`src/design/fbsa_pkg.sv`:
```
// Shared types, codes and helpers of the free block stack allocator.
package fbsa_pkg;

  localparam int BlockW            = 16;
  localparam int RefillSlotW       = 5;
  localparam int StackDepthDefault = 32;
  localparam int QueueDepth        = 2;

  // Configuration register indexes
  localparam logic CFG_DATA_AREA_START    = 1'b0;
  localparam logic CFG_VOLUME_BLOCK_COUNT = 1'b1;

  typedef enum logic [1:0] {
    OP_ALLOC      = 2'd0,
    OP_FREE       = 2'd1,
    OP_REFILL_CNT = 2'd2,
    OP_REFILL_ENT = 2'd3
  } op_e;

  typedef enum logic [1:0] {
    ST_OK      = 2'd0,
    ST_NOSPACE = 2'd1,
    ST_BAD     = 2'd2
  } status_e;

  typedef struct packed {
    logic [BlockW-1:0] data_area_start;
    logic [BlockW-1:0] volume_block_count;
  } cfg_t;

  typedef struct packed {
    op_e                    op;
    logic                   bad;
    logic [BlockW-1:0]      blk;
    logic [BlockW-1:0]      val;
    logic [RefillSlotW-1:0] slot;
  } cmd_t;

  typedef struct packed {
    status_e           status;
    logic [BlockW-1:0] blk;
    logic              refill;
    logic              spill_valid;
    logic [BlockW-1:0] spill_word;
    logic              last;
  } res_t;

  function automatic logic is_bad(logic [BlockW-1:0] blk, cfg_t cfg);
    return (blk < cfg.data_area_start) || (blk >= cfg.volume_block_count);
  endfunction

endpackage

```
`src/design/fbsa_front.sv`:
```
// Front end: configuration registers, input acceptance and command classification.
module fbsa_front (
  input  logic                 clk_i,
  input  logic                 rst_ni,
  input  logic                 s_axis_tvalid,
  output logic                 s_axis_tready,
  input  logic [39:0]          s_axis_tdata,
  input  logic [1:0]           s_axis_tuser,
  input  logic                 cfg_valid_i,
  output logic                 cfg_ready_o,
  input  logic                 cfg_index_i,
  input  logic [15:0]          cfg_data_i,
  output fbsa_pkg::cfg_t       cfg_o,
  input  logic                 q_full_i,
  output logic                 q_push_o,
  output fbsa_pkg::cmd_t       q_cmd_o
);

  fbsa_pkg::cfg_t cfg_q, cfg_d;

  assign cfg_ready_o = 1'b1;

  always_comb begin
    cfg_d = cfg_q;
    if (cfg_valid_i) begin
      case (cfg_index_i)
        fbsa_pkg::CFG_DATA_AREA_START:    cfg_d.data_area_start    = cfg_data_i;
        fbsa_pkg::CFG_VOLUME_BLOCK_COUNT: cfg_d.volume_block_count = cfg_data_i;
        default: cfg_d = cfg_q;
      endcase
    end
  end

  always_ff @(posedge clk_i or negedge rst_ni) begin
    if (!rst_ni) begin
      cfg_q.data_area_start    <= 16'd2;
      cfg_q.volume_block_count <= 16'd0;
    end else begin
      cfg_q <= cfg_d;
    end
  end

  assign cfg_o = cfg_q;

  // Classify: decode the operation and check a freed block against the volume bounds
  always_comb begin
    q_cmd_o.op   = fbsa_pkg::op_e'(s_axis_tuser);
    q_cmd_o.blk  = s_axis_tdata[15:0];
    q_cmd_o.val  = s_axis_tdata[31:16];
    q_cmd_o.slot = s_axis_tdata[36:32];
    q_cmd_o.bad  = fbsa_pkg::is_bad(s_axis_tdata[15:0], cfg_q);
  end

  assign s_axis_tready = !q_full_i;
  assign q_push_o      = s_axis_tvalid && !q_full_i;

endmodule

```
`src/design/fbsa_cmd_queue.sv`:
```
// Short command queue between the front end and the stack engine.
module fbsa_cmd_queue (
  input  logic           clk_i,
  input  logic           rst_ni,
  input  logic           push_i,
  input  fbsa_pkg::cmd_t cmd_i,
  output logic           full_o,
  output logic           valid_o,
  output fbsa_pkg::cmd_t cmd_o,
  input  logic           pop_i
);

  localparam int PtrW = $clog2(fbsa_pkg::QueueDepth);
  localparam int CntW = $clog2(fbsa_pkg::QueueDepth + 1);

  fbsa_pkg::cmd_t    slot_q [fbsa_pkg::QueueDepth];
  logic [PtrW-1:0]   wr_ptr_q, wr_ptr_d;
  logic [PtrW-1:0]   rd_ptr_q, rd_ptr_d;
  logic [CntW-1:0]   cnt_q, cnt_d;

  assign full_o  = (cnt_q == CntW'(fbsa_pkg::QueueDepth));
  assign valid_o = (cnt_q != '0);
  assign cmd_o   = slot_q[rd_ptr_q];

  always_comb begin
    wr_ptr_d = wr_ptr_q;
    rd_ptr_d = rd_ptr_q;
    cnt_d    = cnt_q;
    if (push_i) begin
      wr_ptr_d = (wr_ptr_q == PtrW'(fbsa_pkg::QueueDepth - 1)) ? '0 : PtrW'(wr_ptr_q + 1'b1);
    end
    if (pop_i) begin
      rd_ptr_d = (rd_ptr_q == PtrW'(fbsa_pkg::QueueDepth - 1)) ? '0 : PtrW'(rd_ptr_q + 1'b1);
    end
    if (push_i && !pop_i) begin
      cnt_d = CntW'(cnt_q + 1'b1);
    end else if (pop_i && !push_i) begin
      cnt_d = CntW'(cnt_q - 1'b1);
    end
  end

  always_ff @(posedge clk_i or negedge rst_ni) begin
    if (!rst_ni) begin
      wr_ptr_q <= '0;
      rd_ptr_q <= '0;
      cnt_q    <= '0;
    end else begin
      wr_ptr_q <= wr_ptr_d;
      rd_ptr_q <= rd_ptr_d;
      cnt_q    <= cnt_d;
    end
  end

  always_ff @(posedge clk_i) begin
    if (push_i) begin
      slot_q[wr_ptr_q] <= cmd_i;
    end
  end

endmodule

```
`src/design/fbsa_back.sv`:
```
// Stack engine: free count, entry memory, pop, push, spill and refill, output register.
module fbsa_back #(
  parameter int StackDepth = fbsa_pkg::StackDepthDefault
) (
  input  logic           clk_i,
  input  logic           rst_ni,
  input  fbsa_pkg::cfg_t cfg_i,
  input  logic           q_valid_i,
  input  fbsa_pkg::cmd_t q_cmd_i,
  output logic           q_pop_o,
  output logic           res_valid_o,
  input  logic           res_ready_i,
  output fbsa_pkg::res_t res_o
);

  localparam int AddrW    = $clog2(StackDepth);
  localparam int CountW   = $clog2(StackDepth + 1);
  localparam int BlockW   = fbsa_pkg::BlockW;

  typedef enum logic [2:0] {
    S_IDLE,
    S_POP,
    S_SPILL_CNT,
    S_SPILL,
    S_PUSH
  } state_e;

  state_e             state_q, state_d;
  logic [CountW-1:0]  count_q, count_d;
  logic [AddrW-1:0]   idx_q, idx_d;
  fbsa_pkg::cmd_t     cmd_q, cmd_d;
  logic               out_valid_q, out_valid_d;
  fbsa_pkg::res_t     out_q, out_d;

  logic [BlockW-1:0]  mem_q [StackDepth];
  logic [BlockW-1:0]  rd_data_q;
  logic               wr_en, rd_en;
  logic [AddrW-1:0]   wr_addr, rd_addr;
  logic [BlockW-1:0]  wr_data;

  logic               emit_ok;
  logic [CountW-1:0]  count_m1;
  logic [CountW-1:0]  count_p1;
  logic [CountW-1:0]  refill_count;
  logic [AddrW-1:0]   slot_addr;
  logic               slot_in_range;
  fbsa_pkg::res_t     res;

  assign emit_ok  = !out_valid_q || res_ready_i;
  assign count_m1 = CountW'(count_q - 1'b1);
  assign count_p1 = CountW'(count_q + 1'b1);
  assign refill_count = (q_cmd_i.val > BlockW'(StackDepth)) ? CountW'(StackDepth)
                                                             : q_cmd_i.val[CountW-1:0];
  assign slot_in_range = (int'(q_cmd_i.slot) < StackDepth);
  assign slot_addr     = AddrW'(q_cmd_i.slot);

  always_comb begin
    state_d     = state_q;
    count_d     = count_q;
    idx_d       = idx_q;
    cmd_d       = cmd_q;
    out_d       = out_q;
    out_valid_d = out_valid_q && !res_ready_i;
    q_pop_o     = 1'b0;
    wr_en       = 1'b0;
    wr_addr     = '0;
    wr_data     = '0;
    rd_en       = 1'b0;
    rd_addr     = '0;
    res         = '0;
    res.status  = fbsa_pkg::ST_OK;
    res.last    = 1'b1;

    case (state_q)
      S_IDLE: begin
        if (q_valid_i) begin
          case (q_cmd_i.op)
            fbsa_pkg::OP_ALLOC: begin
              if (count_q == '0) begin
                if (emit_ok) begin
                  q_pop_o     = 1'b1;
                  res.status  = fbsa_pkg::ST_NOSPACE;
                  out_d       = res;
                  out_valid_d = 1'b1;
                end
              end else begin
                // Pop: fetch the top entry into the read register; S_POP answers with it
                q_pop_o = 1'b1;
                count_d = count_m1;
                rd_en   = 1'b1;
                rd_addr = count_m1[AddrW-1:0];
                state_d = S_POP;
              end
            end
            fbsa_pkg::OP_FREE: begin
              if (q_cmd_i.bad) begin
                if (emit_ok) begin
                  q_pop_o     = 1'b1;
                  res.status  = fbsa_pkg::ST_BAD;
                  res.blk     = q_cmd_i.blk;
                  out_d       = res;
                  out_valid_d = 1'b1;
                end
              end else begin
                q_pop_o = 1'b1;
                cmd_d   = q_cmd_i;
                if (count_q == '0) begin
                  // Empty stack: place the zero end marker in slot 0
                  wr_en   = 1'b1;
                  wr_addr = '0;
                  wr_data = '0;
                  count_d = CountW'(1);
                  state_d = S_PUSH;
                end else if (count_q >= CountW'(StackDepth)) begin
                  state_d = S_SPILL_CNT;
                end else begin
                  state_d = S_PUSH;
                end
              end
            end
            fbsa_pkg::OP_REFILL_CNT: begin
              if (emit_ok) begin
                q_pop_o     = 1'b1;
                count_d     = refill_count;
                out_d       = res;
                out_valid_d = 1'b1;
              end
            end
            fbsa_pkg::OP_REFILL_ENT: begin
              if (emit_ok) begin
                q_pop_o     = 1'b1;
                wr_en       = slot_in_range;
                wr_addr     = slot_addr;
                wr_data     = q_cmd_i.val;
                out_d       = res;
                out_valid_d = 1'b1;
              end
            end
            default: state_d = S_IDLE;
          endcase
        end
      end
      S_POP: begin
        if (emit_ok) begin
          if (rd_data_q == '0) begin
            res.status = fbsa_pkg::ST_NOSPACE;
          end else begin
            res.status = fbsa_pkg::is_bad(rd_data_q, cfg_i) ? fbsa_pkg::ST_BAD
                                                              : fbsa_pkg::ST_OK;
            res.blk    = rd_data_q;
            res.refill = (count_q == '0);
          end
          out_d       = res;
          out_valid_d = 1'b1;
          state_d     = S_IDLE;
        end
      end
      S_SPILL_CNT: begin
        if (emit_ok) begin
          res.blk         = cmd_q.blk;
          res.spill_valid = 1'b1;
          res.spill_word  = BlockW'(count_q);
          res.last        = 1'b0;
          out_d           = res;
          out_valid_d     = 1'b1;
          rd_en           = 1'b1;
          rd_addr         = '0;
          idx_d           = '0;
          state_d         = S_SPILL;
        end
      end
      S_SPILL: begin
        if (emit_ok) begin
          res.blk         = cmd_q.blk;
          res.spill_valid = 1'b1;
          res.spill_word  = rd_data_q;
          res.last        = 1'b0;
          out_d           = res;
          out_valid_d     = 1'b1;
          if (idx_q == AddrW'(StackDepth - 1)) begin
            count_d = '0;
            state_d = S_PUSH;
          end else begin
            // Advance: fetch the next entry while this word goes out
            rd_en   = 1'b1;
            rd_addr = AddrW'(idx_q + 1'b1);
            idx_d   = AddrW'(idx_q + 1'b1);
          end
        end
      end
      S_PUSH: begin
        if (emit_ok) begin
          wr_en       = 1'b1;
          wr_addr     = count_q[AddrW-1:0];
          wr_data     = cmd_q.blk;
          count_d     = count_p1;
          res.blk     = cmd_q.blk;
          out_d       = res;
          out_valid_d = 1'b1;
          state_d     = S_IDLE;
        end
      end
      default: state_d = S_IDLE;
    endcase
  end

  always_ff @(posedge clk_i or negedge rst_ni) begin
    if (!rst_ni) begin
      state_q     <= S_IDLE;
      count_q     <= '0;
      idx_q       <= '0;
      cmd_q       <= '0;
      out_valid_q <= 1'b0;
      out_q       <= '0;
    end else begin
      state_q     <= state_d;
      count_q     <= count_d;
      idx_q       <= idx_d;
      cmd_q       <= cmd_d;
      out_valid_q <= out_valid_d;
      out_q       <= out_d;
    end
  end

  always_ff @(posedge clk_i) begin
    if (wr_en) begin
      mem_q[wr_addr] <= wr_data;
    end
  end

  // Read data holds until the next read, so a stalled output keeps its word
  always_ff @(posedge clk_i) begin
    if (rd_en) begin
      rd_data_q <= mem_q[rd_addr];
    end
  end

  assign res_valid_o = out_valid_q;
  assign res_o       = out_q;

endmodule

```
`src/design/free_block_stack_allocator.sv`:
```
// Top level of the free block stack allocator.
//
//  channel  | direction | handshake             | payload
//  ---------+-----------+-----------------------+-------------------------------------------
//  s_axis   | in        | tvalid / tready       | tuser: operation; tdata: block_in,
//           |           |                       |   refill_value, refill_slot
//  m_axis   | out       | tvalid / tready       | tuser: status, spill_valid; tdata:
//           |           |                       |   block_out, refill_needed, spill_word;
//           |           |                       |   tlast: last
//  cfg      | in        | cfg_valid / cfg_ready | cfg_index_i, cfg_data_i (always ready)
//
// The front end accepts one item per cycle, unless the two-entry command queue is full.
// The stack engine takes one command at a time. An allocate from a nonempty stack passes
// through S_POP (the stack memory read is registered), a good free through S_PUSH; refills,
// bad frees and allocates from an empty stack answer from S_IDLE. A free into a full stack
// spills STACK_DEPTH + 1 words, one spill word per cycle; m_axis stalls hold the engine in place.
// After reset the count is zero; the entry memory needs no clearing pass.
module free_block_stack_allocator #(
  parameter int STACK_DEPTH = fbsa_pkg::StackDepthDefault
) (
  input  logic        clk_i,
  input  logic        rst_ni,
  input  logic        s_axis_tvalid,
  output logic        s_axis_tready,
  input  logic [39:0] s_axis_tdata,  // [15:0] block_in, [31:16] refill_value,
                                     // [36:32] refill_slot, [39:37] zero
  input  logic [1:0]  s_axis_tuser,  // [1:0] operation
  output logic        m_axis_tvalid,
  input  logic        m_axis_tready,
  output logic [39:0] m_axis_tdata,  // [15:0] block_out, [16] refill_needed,
                                     // [32:17] spill_word, [39:33] zero
  output logic [2:0]  m_axis_tuser,  // [1:0] status, [2] spill_valid
  output logic        m_axis_tlast,
  input  logic        cfg_valid_i,
  output logic        cfg_ready_o,
  input  logic        cfg_index_i,
  input  logic [15:0] cfg_data_i
);

  fbsa_pkg::cfg_t cfg;
  fbsa_pkg::cmd_t push_cmd, head_cmd;
  fbsa_pkg::res_t res;
  logic           q_full, q_push, q_valid, q_pop;

  fbsa_front u_front (
    .clk_i         (clk_i),
    .rst_ni        (rst_ni),
    .s_axis_tvalid (s_axis_tvalid),
    .s_axis_tready (s_axis_tready),
    .s_axis_tdata  (s_axis_tdata),
    .s_axis_tuser  (s_axis_tuser),
    .cfg_valid_i   (cfg_valid_i),
    .cfg_ready_o   (cfg_ready_o),
    .cfg_index_i   (cfg_index_i),
    .cfg_data_i    (cfg_data_i),
    .cfg_o         (cfg),
    .q_full_i      (q_full),
    .q_push_o      (q_push),
    .q_cmd_o       (push_cmd)
  );

  fbsa_cmd_queue u_queue (
    .clk_i   (clk_i),
    .rst_ni  (rst_ni),
    .push_i  (q_push),
    .cmd_i   (push_cmd),
    .full_o  (q_full),
    .valid_o (q_valid),
    .cmd_o   (head_cmd),
    .pop_i   (q_pop)
  );

  fbsa_back #(
    .StackDepth (STACK_DEPTH)
  ) u_back (
    .clk_i       (clk_i),
    .rst_ni      (rst_ni),
    .cfg_i       (cfg),
    .q_valid_i   (q_valid),
    .q_cmd_i     (head_cmd),
    .q_pop_o     (q_pop),
    .res_valid_o (m_axis_tvalid),
    .res_ready_i (m_axis_tready),
    .res_o       (res)
  );

  assign m_axis_tdata = {7'b0, res.spill_word, res.refill, res.blk};
  assign m_axis_tuser = {res.spill_valid, res.status};
  assign m_axis_tlast = res.last;

endmodule

```
`config.mk`:
```
export PLATFORM = sky130hd
export DESIGN_NAME = free_block_stack_allocator
export DESIGN_NICKNAME = d
export VERILOG_FILES = /design/src/design/fbsa_pkg.sv /design/src/design/fbsa_front.sv /design/src/design/fbsa_cmd_queue.sv /design/src/design/fbsa_back.sv /design/src/design/free_block_stack_allocator.sv
export SDC_FILE = /design/constraint.sdc
export NUM_CORES = 1
export LEC_CHECK = 0
export BUFFER_PORTS_ARGS = -buffer_cell sky130_fd_sc_hd__buf_2
export CAP_MARGIN = 20
export CORE_UTILIZATION = 40
export DETAILED_ROUTE_END_ITERATION = 6
export SYNTH_ARGS = -nofsm -noshare
export SYNTH_HDL_FRONTEND = slang
export SYNTH_HIERARCHICAL = 1
export SYNTH_SLANG_ARGS = --single-unit
```
`constraint.sdc`:
```
create_clock -name clk_i -period 4.65 [get_ports clk_i]
set_clock_uncertainty 0.2 [all_clocks]
set_input_delay 0.93 -clock clk_i [delete_from_list [all_inputs] [get_ports clk_i]]
set_output_delay 0.93 -clock clk_i [all_outputs]
set_load 0.005 [all_outputs]
```
==> flow_summary.html, run 1 <==
<table>
<tr><th>Metric</th><th>Value</th></tr>
<tr><th colspan="2">Die</th></tr>
<tr><td>Core Area</td><td>77500 sq um</td></tr>
<tr><td>Die extent in x</td><td>282 um</td></tr>
<tr><td>Area of the die</td><td>79400 sq um</td></tr>
<tr><td>Die Height</td><td>approximately 280 um</td></tr>
<tr><td>Starting Density</td><td>approximately 40%</td></tr>
<tr><td>Number of ports placed on the die boundary</td><td>111</td></tr>
<tr><td>Num rows</td><td>around 100</td></tr>
<tr><th colspan="2">CTS</th></tr>
<tr><td>Clock tree from TritonCTS</td><td>done</td></tr>
<tr><td>Clk root buf</td><td>sky130_fd_sc_hd__clkbuf_16</td></tr>
<tr><td>Post-CTS Setup Repair Bufs</td><td>0</td></tr>
<tr><td>Insertion delay to the later sink of the worst-skew pair</td><td>between 0.6 and 0.7 ns</td></tr>
<tr><td>CTS sink cnt</td><td>between 700 and 800</td></tr>
<tr><td>Number of buffers inserted for hold repair after clock tree synthesis</td><td>0</td></tr>
<tr><td>Deepest level of the CTS H-tree</td><td>3</td></tr>
<tr><td>Clock buffer depth</td><td>3</td></tr>
<tr><td>Inserted Clock Buffers</td><td>76</td></tr>
<tr><td>Clock-pin slew on the worst setup and hold paths</td><td>around 0.060 ns</td></tr>
<tr><td>Number of cells upsized or downsized after cts</td><td>0</td></tr>
<tr><th colspan="2">Synth</th></tr>
<tr><td>Library cell occupying the most area in the post-synthesis netlist</td><td>sky130_fd_sc_hd__edfxtp_1</td></tr>
<tr><td>Ys flop type</td><td>sky130_fd_sc_hd__edfxtp_1</td></tr>
<tr><td>Synth area leaders</td><td>sky130_fd_sc_hd__edfxtp_1, sky130_fd_sc_hd__dfrtp_1, sky130_fd_sc_hd__nand2_1</td></tr>
<tr><td>Part of the Yosys area used for sequential elements</td><td>66.6%</td></tr>
<tr><td>Synth warn</td><td>6</td></tr>
<tr><td>Async SR Flop Fraction</td><td>14.6%</td></tr>
<tr><td>Share of the synthesized area in the top cell type</td><td>between 50 and 60%</td></tr>
<tr><td>Cells after Synth</td><td>2397</td></tr>
<tr><td>Unique cell type count in the Yosys netlist</td><td>75</td></tr>
<tr><td>Flip-flop and latch count after synthesis</td><td>slightly above 700</td></tr>
<tr><td>Mean area per synthesized cell</td><td>roughly 13 sq um</td></tr>
<tr><td>Count of flip-flops with a built-in enable after synthesis</td><td>between 600 and 700</td></tr>
<tr><td>Summed instance area of the synthesized netlist</td><td>~31000 sq um</td></tr>
<tr><th colspan="2">Drt</th></tr>
<tr><td>Detailed-route vias per instance</td><td>about 5.6</td></tr>
<tr><td>Routed wire per std cell</td><td>between 20 and 25 um</td></tr>
<tr><td>Total via count in the routed design</td><td>~20000</td></tr>
<tr><td>Final Routed Wirelength</td><td>between 80000 and 90000 um</td></tr>
<tr><td>Initial DRT Pass Iterations</td><td>6</td></tr>
<tr><td>Number of nets with antenna violations after detailed routing</td><td>0</td></tr>
<tr><td>DRC violation count after routing</td><td>0</td></tr>
<tr><td>First-iteration detailed-routing DRC count</td><td>about 2100</td></tr>
<tr><th colspan="2">Global routing</th></tr>
<tr><td>Maximum number of pins on one net before global-route repair</td><td>88</td></tr>
<tr><td>First-pass GRT wire length</td><td>roughly 120000 um</td></tr>
<tr><td>Number of antenna violations at the first check in global routing</td><td>0</td></tr>
<tr><td>Aggregate global-route resource usage</td><td>between 20% and 30%</td></tr>
<tr><td>Global route overflow</td><td>0</td></tr>
<tr><td>Number of global-route vias before repair</td><td>roughly 20000</td></tr>
<tr><th colspan="2">Finish</th></tr>
<tr><td>Final net count</td><td>around 2600</td></tr>
<tr><td>Number of filler cells placed in the layout</td><td>6847</td></tr>
<tr><td>Share of cells above drive strength 1</td><td>15.9%</td></tr>
<tr><td>Total area of sequential cells</td><td>~21000 sq um</td></tr>
<tr><td>Total inserted antenna cells</td><td>0</td></tr>
<tr><td>Area grow syn2layout</td><td>13.6%</td></tr>
<tr><td>Area used by multi-input combinational logic</td><td>around 9100 sq um</td></tr>
<tr><td>Most frequent cells in the layout</td><td>sky130_fd_sc_hd__edfxtp_1, sky130_fd_sc_hd__nand2_1, sky130_fd_sc_hd__buf_4</td></tr>
<tr><td>Most frequent standard cell in the layout excluding fill and tap cells</td><td>sky130_fd_sc_hd__edfxtp_1</td></tr>
<tr><th colspan="2">Place</th></tr>
<tr><td>Placer's final routability congestion estimate</td><td>0.920</td></tr>
<tr><td>Number of buffer cells added on primary ports</td><td>between 90 and 100</td></tr>
<tr><td>HPWL after detailed placement</td><td>between 50000 and 60000 um</td></tr>
<tr><th colspan="2">Setup path</th></tr>
<tr><td>Worst EP required</td><td>4.80 ns</td></tr>
<tr><td>Depth of the most critical reg-to-reg path</td><td>8</td></tr>
<tr><td>Critical path endpoint category</td><td>flop</td></tr>
<tr><td>Terminus of the critical flop-to-flop path</td><td>u_back/rd_data_q[9]</td></tr>
<tr><td>Arrival time at the worst endpoint</td><td>~4.3 ns</td></tr>
<tr><td>Worst R2R Start</td><td>u_back/state_q[0]</td></tr>
<tr><td>Worst setup path category</td><td>flop to flop</td></tr>
<tr><td>Flop-to-flop setup slack</td><td>between 0.4 and 0.5 ns</td></tr>
<tr><td>Crit start category</td><td>flop</td></tr>
<tr><td>Critical-path maximum fanout</td><td>25</td></tr>
<tr><th colspan="2">STA</th></tr>
<tr><td>Slew at the pin closest to its max-slew limit</td><td>about 1.1 ns</td></tr>
<tr><td>Aggregate negative setup slack</td><td>0 ns</td></tr>
<tr><td>Ratio of final minimum period to clock period</td><td>between 90% and 100%</td></tr>
<tr><td>Tmin final</td><td>roughly 4.2 ns</td></tr>
<tr><td>RSZ-0062 raised after global routing</td><td>no</td></tr>
<tr><td>Smallest hold slack</td><td>roughly 0.13 ns</td></tr>
<tr><td>Final Max Tran Viols</td><td>0</td></tr>
<tr><td>Peak clock frequency supported by timing</td><td>between 200 and 250 MHz</td></tr>
<tr><td>Final hold violation count</td><td>0</td></tr>
<tr><td>Relative max-transition margin</td><td>around a quarter</td></tr>
<tr><td>Setup violations, final</td><td>0</td></tr>
<tr><th colspan="2">Outcome</th></tr>
<tr><td>Run status</td><td>complete, no violations</td></tr>
<tr><th colspan="2">Power</th></tr>
<tr><td>Pwr/cell area</td><td>roughly 600 nW/um^2</td></tr>
<tr><td>Maximum VDD drop</td><td>just over 300 uV</td></tr>
<tr><td>Lkg Pwr</td><td>13.4 nW</td></tr>
<tr><th colspan="2">Worst hold path</th></tr>
<tr><td>Worst hold-check path type</td><td>input port to async pin</td></tr>
<tr><th colspan="2">Job</th></tr>
<tr><td>Max Cap Violations</td><td>0</td></tr>
</table>
state kept, by name, summed over array words and instances (netlist names):
| signal | cells |
|---|---|
| u_back/mem_q | 512 |
| u_queue/slot_q | 80 |
| u_back/res_o | 37 |
| u_front/cfg_o | 32 |
| u_back/cmd_q | 16 |
| u_back/rd_data_q | 16 |
| u_back/count_q | 6 |
| u_back/idx_q | 5 |
| u_back/state_q | 3 |
| u_queue/cnt_q | 2 |
| u_back/res_valid_o | 1 |
| u_queue/rd_ptr_q | 1 |
| u_queue/wr_ptr_q | 1 |
power breakdown:
group	internal, mW	switching (mW)
Combinational	2.19	3.93
Clock	3.67	2.49
Sequential	7.88	0.609
Yosys cell counts, types with 12 or more instances:
| master | n |
|---|---|
| sky130_fd_sc_hd__ha_1 | 73 |
| sky130_fd_sc_hd__nor3_1 | 12 |
| sky130_fd_sc_hd__buf_4 | 57 |
| sky130_fd_sc_hd__a32oi_1 | 30 |
| sky130_fd_sc_hd__nand3_1 | 90 |
| sky130_fd_sc_hd__o21a_1 | 20 |
| sky130_fd_sc_hd__mux2i_1 | 25 |
| sky130_fd_sc_hd__a21o_1 | 20 |
| sky130_fd_sc_hd__dfrtp_1 | 103 |
| sky130_fd_sc_hd__inv_1 | 77 |
| sky130_fd_sc_hd__o21ai_0 | 32 |
| sky130_fd_sc_hd__clkbuf_1 | 72 |
| sky130_fd_sc_hd__a21oi_1 | 81 |
| sky130_fd_sc_hd__a31oi_1 | 42 |
| sky130_fd_sc_hd__nand2_1 | 438 |
| sky130_fd_sc_hd__a22o_1 | 24 |
| sky130_fd_sc_hd__mux2_1 | 17 |
| sky130_fd_sc_hd__a311oi_1 | 38 |
| sky130_fd_sc_hd__mux2_4 | 39 |
| sky130_fd_sc_hd__a222oi_1 | 13 |
| sky130_fd_sc_hd__buf_2 | 56 |
| sky130_fd_sc_hd__o31ai_1 | 19 |
| sky130_fd_sc_hd__mux2_2 | 18 |
| sky130_fd_sc_hd__a211oi_1 | 79 |
| sky130_fd_sc_hd__and3_1 | 82 |
| sky130_fd_sc_hd__nor2_1 | 77 |
| sky130_fd_sc_hd__edfxtp_1 | 608 |
| sky130_fd_sc_hd__a221oi_1 | 20 |
routing by layer:
| metal | routed length (um) | global-route usage, % | part of all wire [%] | vias to the layer above |
|---|---|---|---|---|
| li1 | - | - | - | 9159 |
| met1 | 34500 | 28.5 | 41 | 10017 |
| met2 | 39600 | 34.4 | 48 | 826 |
| met3 | 6580 | 3.43 | 7.9 | 124 |
| met4 | 2540 | 6.95 | 3.1 | 0 |
| met5 | 0 | 0 | 0 | - |
stage by stage:
step                      worst slack, ns  cell area [sq um]  utilization, %  power, mW  instances
final                               0.458              35600            45.9       20.8       3600
after floorplan                      1.00              31300               -       12.4       2403
after detailed placement            0.509              33000            42.6       14.7       3459
after global routing                0.325              35600            45.9       21.7       3600
after global placement              0.545              33000            42.6       14.5       3459
after CTS                           0.523              35600            45.9       20.8       3598
cell families after synthesis:
logic type / count (synthesis) / share of synthesized area, %
other cells: 2 / 0.0240
buf+inv: 274 / 4.52
xor+xnor: 11 / 0.308
compound gates: 466 / 10.9
flops: 712 / 66.6
fa+ha+maj: 73 / 2.92
simple gates: 760 / 10.8
mux: 99 / 3.93
worst max-delay path by stage:
stage                           start                    to  slack (ns)  cells after the start
floorplan               s_axis_tvalid  u_queue/slot_q[0][0]        1.00                      2
global placement        m_axis_tready   u_back/rd_data_q[5]        0.55                     11
detailed placement      m_axis_tready   u_back/rd_data_q[5]        0.51                     11
CTS                 u_back/state_q[0]   u_back/rd_data_q[9]        0.52                      8
global route          u_back/idx_q[0]   u_back/rd_data_q[5]        0.33                     12
finish              u_back/state_q[0]   u_back/rd_data_q[9]        0.46                      8
final cells by class:
type / count / share of cell area [%]
tap: 1040 / 3.66
clock inverter: 49 / 1.45
clock buffer: 90 / 5.67
multi-input combinational: 1417 / 25.6
inverter: 77 / 0.812
timing repair buffer: 215 / 4.15
sequential: 712 / 58.6
critical path, cell delays in order (launching register included):
cell and delay, ns:
sky130_fd_sc_hd__dfrtp_1 0.65, sky130_fd_sc_hd__nor4b_4 0.62, sky130_fd_sc_hd__o211ai_4 0.25, sky130_fd_sc_hd__o22a_2 0.58, sky130_fd_sc_hd__buf_4 0.33, sky130_fd_sc_hd__and3_1 0.16, sky130_fd_sc_hd__a311oi_1 0.35, sky130_fd_sc_hd__a31oi_1 0.18
sky130_fd_sc_hd__a221oi_1 0.56
(Power assumes the default switching activity.)
==> run 2, diff against run 1 <==
--- a/config.mk
+++ b/config.mk
@@ -5,10 +5,11 @@
 export SDC_FILE = /design/constraint.sdc
 export NUM_CORES = 1
 export LEC_CHECK = 0
-export BUFFER_PORTS_ARGS = -buffer_cell sky130_fd_sc_hd__buf_2
+export BUFFER_PORTS_ARGS = -buffer_cell sky130_fd_sc_hd__clkbuf_2
 export CAP_MARGIN = 20
 export CORE_UTILIZATION = 40
 export DETAILED_ROUTE_END_ITERATION = 6
+export MAX_ROUTING_LAYER = met4
 export SYNTH_ARGS = -nofsm -noshare
 export SYNTH_HDL_FRONTEND = slang
 export SYNTH_HIERARCHICAL = 1
==> run 2 against run 1 <==
  * Register-to-register slack is essentially flat
  * Cell area is essentially flat
  * Wire length grew 0.19%
  * Sequential power is essentially flat
  * Non-clock buffer count grew 9
  * Via count grew 0.63%
  * Count of clock-buffer cells in the layout grew 13
  * Clock power shrank 4.6%
  * Worst setup slack gained 0.0045 ns
  * Die area is the same
  * Fmax grew 0.11%
  * Power shrank 0.95%
  * Highest routed layer unchanged
==> flow_summary.html, run 2 (synthesized netlist as in run 1, its figures left out) <==
<table>
<tr><th>Metric</th><th>Value</th></tr>
<tr><th colspan="2">Outcome</th></tr>
<tr><td>Run status</td><td>complete, no violations</td></tr>
<tr><th colspan="2">Drt</th></tr>
<tr><td>Number of nets with antenna violations after detailed routing</td><td>0 (unchanged)</td></tr>
<tr><td>Uppermost layer routed</td><td>met4</td></tr>
<tr><td>Total via count in the routed design</td><td>20253 (+0.63%)</td></tr>
<tr><td>First-iteration detailed-routing DRC count</td><td>2031 (-5.2%)</td></tr>
<tr><td>Initial DRT Pass Iterations</td><td>7 (+1)</td></tr>
<tr><td>Final Routed Wirelength</td><td>83300 um (+0.19%)</td></tr>
<tr><td>Detail Route met2 WL</td><td>40200 um (+1.7%)</td></tr>
<tr><td>DRC violation count after routing</td><td>0 (unchanged)</td></tr>
<tr><td>Detailed-route vias per instance</td><td>5.61 (+0.38%)</td></tr>
<tr><td>Total routed wire length on the met1 layer</td><td>34500 um (about the same)</td></tr>
<tr><td>Routed wire per std cell</td><td>23.1 um (about the same)</td></tr>
<tr><td>Met3 WL post-DR</td><td>5970 um (-9.2%)</td></tr>
<tr><th colspan="2">CTS</th></tr>
<tr><td>Number of cells upsized or downsized after cts</td><td>0 (unchanged)</td></tr>
<tr><td>Clock buffer depth</td><td>3 (unchanged)</td></tr>
<tr><td>Deepest level of the CTS H-tree</td><td>3 (unchanged)</td></tr>
<tr><td>Number of buffers inserted for hold repair after clock tree synthesis</td><td>0 (unchanged)</td></tr>
<tr><td>Post-CTS Setup Repair Bufs</td><td>0 (unchanged)</td></tr>
<tr><td>Inserted Clock Buffers</td><td>77 (+1.3%)</td></tr>
<tr><td>Insertion delay to the later sink of the worst-skew pair</td><td>0.63 ns (about the same)</td></tr>
<tr><td>Clock tree from TritonCTS</td><td>done</td></tr>
<tr><td>Clk root buf</td><td>sky130_fd_sc_hd__clkbuf_16</td></tr>
<tr><td>Clock-pin slew on the worst setup and hold paths</td><td>0.06 ns (about the same)</td></tr>
<tr><td>CTS sink cnt</td><td>712 (unchanged)</td></tr>
<tr><th colspan="2">Global routing</th></tr>
<tr><td>First-pass GRT wire length</td><td>125000 um (+0.26%)</td></tr>
<tr><td>Global route overflow</td><td>0 (unchanged)</td></tr>
<tr><td>Aggregate global-route resource usage</td><td>21.8% (+0.74 points)</td></tr>
<tr><td>Number of global-route vias before repair</td><td>19864 (+0.086%)</td></tr>
<tr><td>Number of antenna violations at the first check in global routing</td><td>1 (+1)</td></tr>
<tr><td>Maximum number of pins on one net before global-route repair</td><td>73 (-17%)</td></tr>
<tr><th colspan="2">Finish</th></tr>
<tr><td>Final net count</td><td>2646 (+0.38%)</td></tr>
<tr><td>Top register by number of flip-flops</td><td>u_back/mem_q</td></tr>
<tr><td>Largest register FFs</td><td>512 (unchanged)</td></tr>
<tr><td>Number of filler cells placed in the layout</td><td>6875 (+0.41%)</td></tr>
<tr><td>Most frequent standard cell in the layout excluding fill and tap cells</td><td>sky130_fd_sc_hd__edfxtp_1</td></tr>
<tr><td>Share of cells above drive strength 1</td><td>16.0% (+0.10 points)</td></tr>
<tr><td>Area used by multi-input combinational logic</td><td>9120 sq um (unchanged)</td></tr>
<tr><td>Area grow syn2layout</td><td>13.7% (about the same)</td></tr>
<tr><td>Final non-filler cell total</td><td>3609 (+0.25%)</td></tr>
<tr><td>Most frequent cells in the layout</td><td>sky130_fd_sc_hd__edfxtp_1, sky130_fd_sc_hd__nand2_1, sky130_fd_sc_hd__buf_4</td></tr>
<tr><td>Total area of sequential cells</td><td>20900 sq um (unchanged)</td></tr>
<tr><td>Total inserted antenna cells</td><td>0 (unchanged)</td></tr>
<tr><th colspan="2">STA</th></tr>
<tr><td>Peak clock frequency supported by timing</td><td>239 MHz (+0.11%)</td></tr>
<tr><td>Ratio of final minimum period to clock period</td><td>90.1% (-0.096 points)</td></tr>
<tr><td>Final Worst Setup Slack</td><td>0.463 ns (+0.00446 ns)</td></tr>
<tr><td>Final hold violation count</td><td>0 (unchanged)</td></tr>
<tr><td>Final Max Tran Viols</td><td>0 (unchanged)</td></tr>
<tr><td>Smallest hold slack</td><td>0.230 ns (+0.0972 ns)</td></tr>
<tr><td>Slew at the pin closest to its max-slew limit</td><td>1.11 ns (+0.00796 ns)</td></tr>
<tr><td>Setup violations, final</td><td>0 (unchanged)</td></tr>
<tr><td>Tmin final</td><td>4.19 ns (-0.00446 ns)</td></tr>
<tr><td>Aggregate negative setup slack</td><td>0 ns (unchanged)</td></tr>
<tr><td>Relative max-transition margin</td><td>26.2% (-0.53 points)</td></tr>
<tr><td>RSZ-0062 raised after global routing</td><td>no</td></tr>
<tr><th colspan="2">Die</th></tr>
<tr><td>Starting Density</td><td>40.4% (unchanged)</td></tr>
<tr><td>Number of ports placed on the die boundary</td><td>111 (unchanged)</td></tr>
<tr><td>Die Height</td><td>282 um (unchanged)</td></tr>
<tr><td>Die extent in x</td><td>282 um (unchanged)</td></tr>
<tr><td>Num rows</td><td>102 (unchanged)</td></tr>
<tr><td>Core Area</td><td>77500 sq um (unchanged)</td></tr>
<tr><td>Area of the die</td><td>79400 sq um (unchanged)</td></tr>
<tr><th colspan="2">Setup path</th></tr>
<tr><td>Crit start category</td><td>flop</td></tr>
<tr><td>Worst EP required</td><td>4.86 ns (+0.06 ns)</td></tr>
<tr><td>Critical path endpoint category</td><td>flop</td></tr>
<tr><td>Worst setup path category</td><td>flop to flop</td></tr>
<tr><td>Critical-path maximum fanout</td><td>58 (+130%)</td></tr>
<tr><td>Arrival time at the worst endpoint</td><td>4.40 ns (+0.06 ns)</td></tr>
<tr><th colspan="2">Place</th></tr>
<tr><td>Number of buffer cells added on primary ports</td><td>99 (unchanged)</td></tr>
<tr><td>Pre-CTS setup slack</td><td>0.505 ns (-0.00353 ns)</td></tr>
<tr><td>HPWL after detailed placement</td><td>52800 um (+0.71%)</td></tr>
<tr><td>Placer's final routability congestion estimate</td><td>0.920 (about the same)</td></tr>
<tr><td>Post-Place Cells</td><td>3469 (+0.29%)</td></tr>
<tr><th colspan="2">Power</th></tr>
<tr><td>Lkg Pwr</td><td>13.4 nW (about the same)</td></tr>
<tr><td>Maximum VDD drop</td><td>304 uV (-2.2%)</td></tr>
<tr><td>Pwr/cell area</td><td>578 nW/um^2 (-0.98%)</td></tr>
<tr><th colspan="2">Job</th></tr>
<tr><td>Max Cap Violations</td><td>0 (unchanged)</td></tr>
<tr><th colspan="2">Worst hold path</th></tr>
<tr><td>Worst hold-check path type</td><td>input port to async pin</td></tr>
</table>
-- run 2: cell types whose count changed in the layout (fill, tap and decap cells not counted), sizes merged --
cell      before  now
clkbuf        91  201
buf          214  126
clkinvlp       0    1
bufinv        10    3
clkinv        34   27
-- run 2: layer usage --
metal  vias to the layer above  GRT usage (%)
met5                         -              -
met4                         0           7.02
met3                       144           3.28
met2                       747           35.1
met1                     10190           28.2
li1                       9172              -
-- run 2: path summary, 6_finish.rpt --
path | from | end | slack [ns] | cells past startpoint
setup / recovery | u_back/idx_q[0] | u_back/rd_data_q[0] | 0.46 | 12
hold / removal | rst_ni | u_front/cfg_o[14] | 0.23 | 1
setup reg to reg | u_back/idx_q[0] | u_back/rd_data_q[0] | 0.46 | 12
hold reg to reg | u_back/res_o[14] | u_back/res_o[14] | 0.27 | 2
max in group asynchronous | rst_ni | u_back/cmd_q[31] | 3.15 | 2
min in group clk_i | u_back/res_o[14] | u_back/res_o[14] | 0.27 | 2
-- run 2: report_power, final --
| part | internal, mW | leakage, nW | switching [mW] |
|---|---|---|---|
| logic | 2.24 | 5.16 | 3.97 |
| clock network | 3.38 | 1.19 | 2.49 |
| registers | 7.88 | 7.01 | 0.601 |
-- run 2: final cells by class --
| class | count | share of cell area, % |
|---|---|---|
| flip-flops and latches | 712 | 58.6 |
| inverters | 77 | 0.812 |
| multi-input cells | 1417 | 25.6 |
| clock buffers | 103 | 5.95 |
| clock inverters | 36 | 0.879 |
| well taps | 1040 | 3.66 |
| repair buffers | 224 | 4.47 |
-- run 2: through the flow --
stage	power [mW]	util (%)	cell area (sq um)
after CTS	20.6	45.9	35600
after floorplan	12.4	-	31300
after detailed placement	14.8	42.8	33200
after global placement	14.6	42.8	33100
final	20.6	46.0	35600
after global routing	21.5	46.0	35600
-- run 2: critical path, cell delays in order (launching register included) --
cell and delay [ns]:
sky130_fd_sc_hd__dfrtp_1 0.47, sky130_fd_sc_hd__ha_1 0.28, sky130_fd_sc_hd__and3_1 0.19, sky130_fd_sc_hd__ha_1 0.23
sky130_fd_sc_hd__inv_1 0.12, sky130_fd_sc_hd__nand4_1 0.21, sky130_fd_sc_hd__and2_4 0.70, sky130_fd_sc_hd__buf_4 0.41
sky130_fd_sc_hd__nand2_1 0.08, sky130_fd_sc_hd__and3_1 0.20, sky130_fd_sc_hd__a311oi_1 0.29, sky130_fd_sc_hd__a31oi_1 0.13
sky130_fd_sc_hd__a221oi_1 0.41
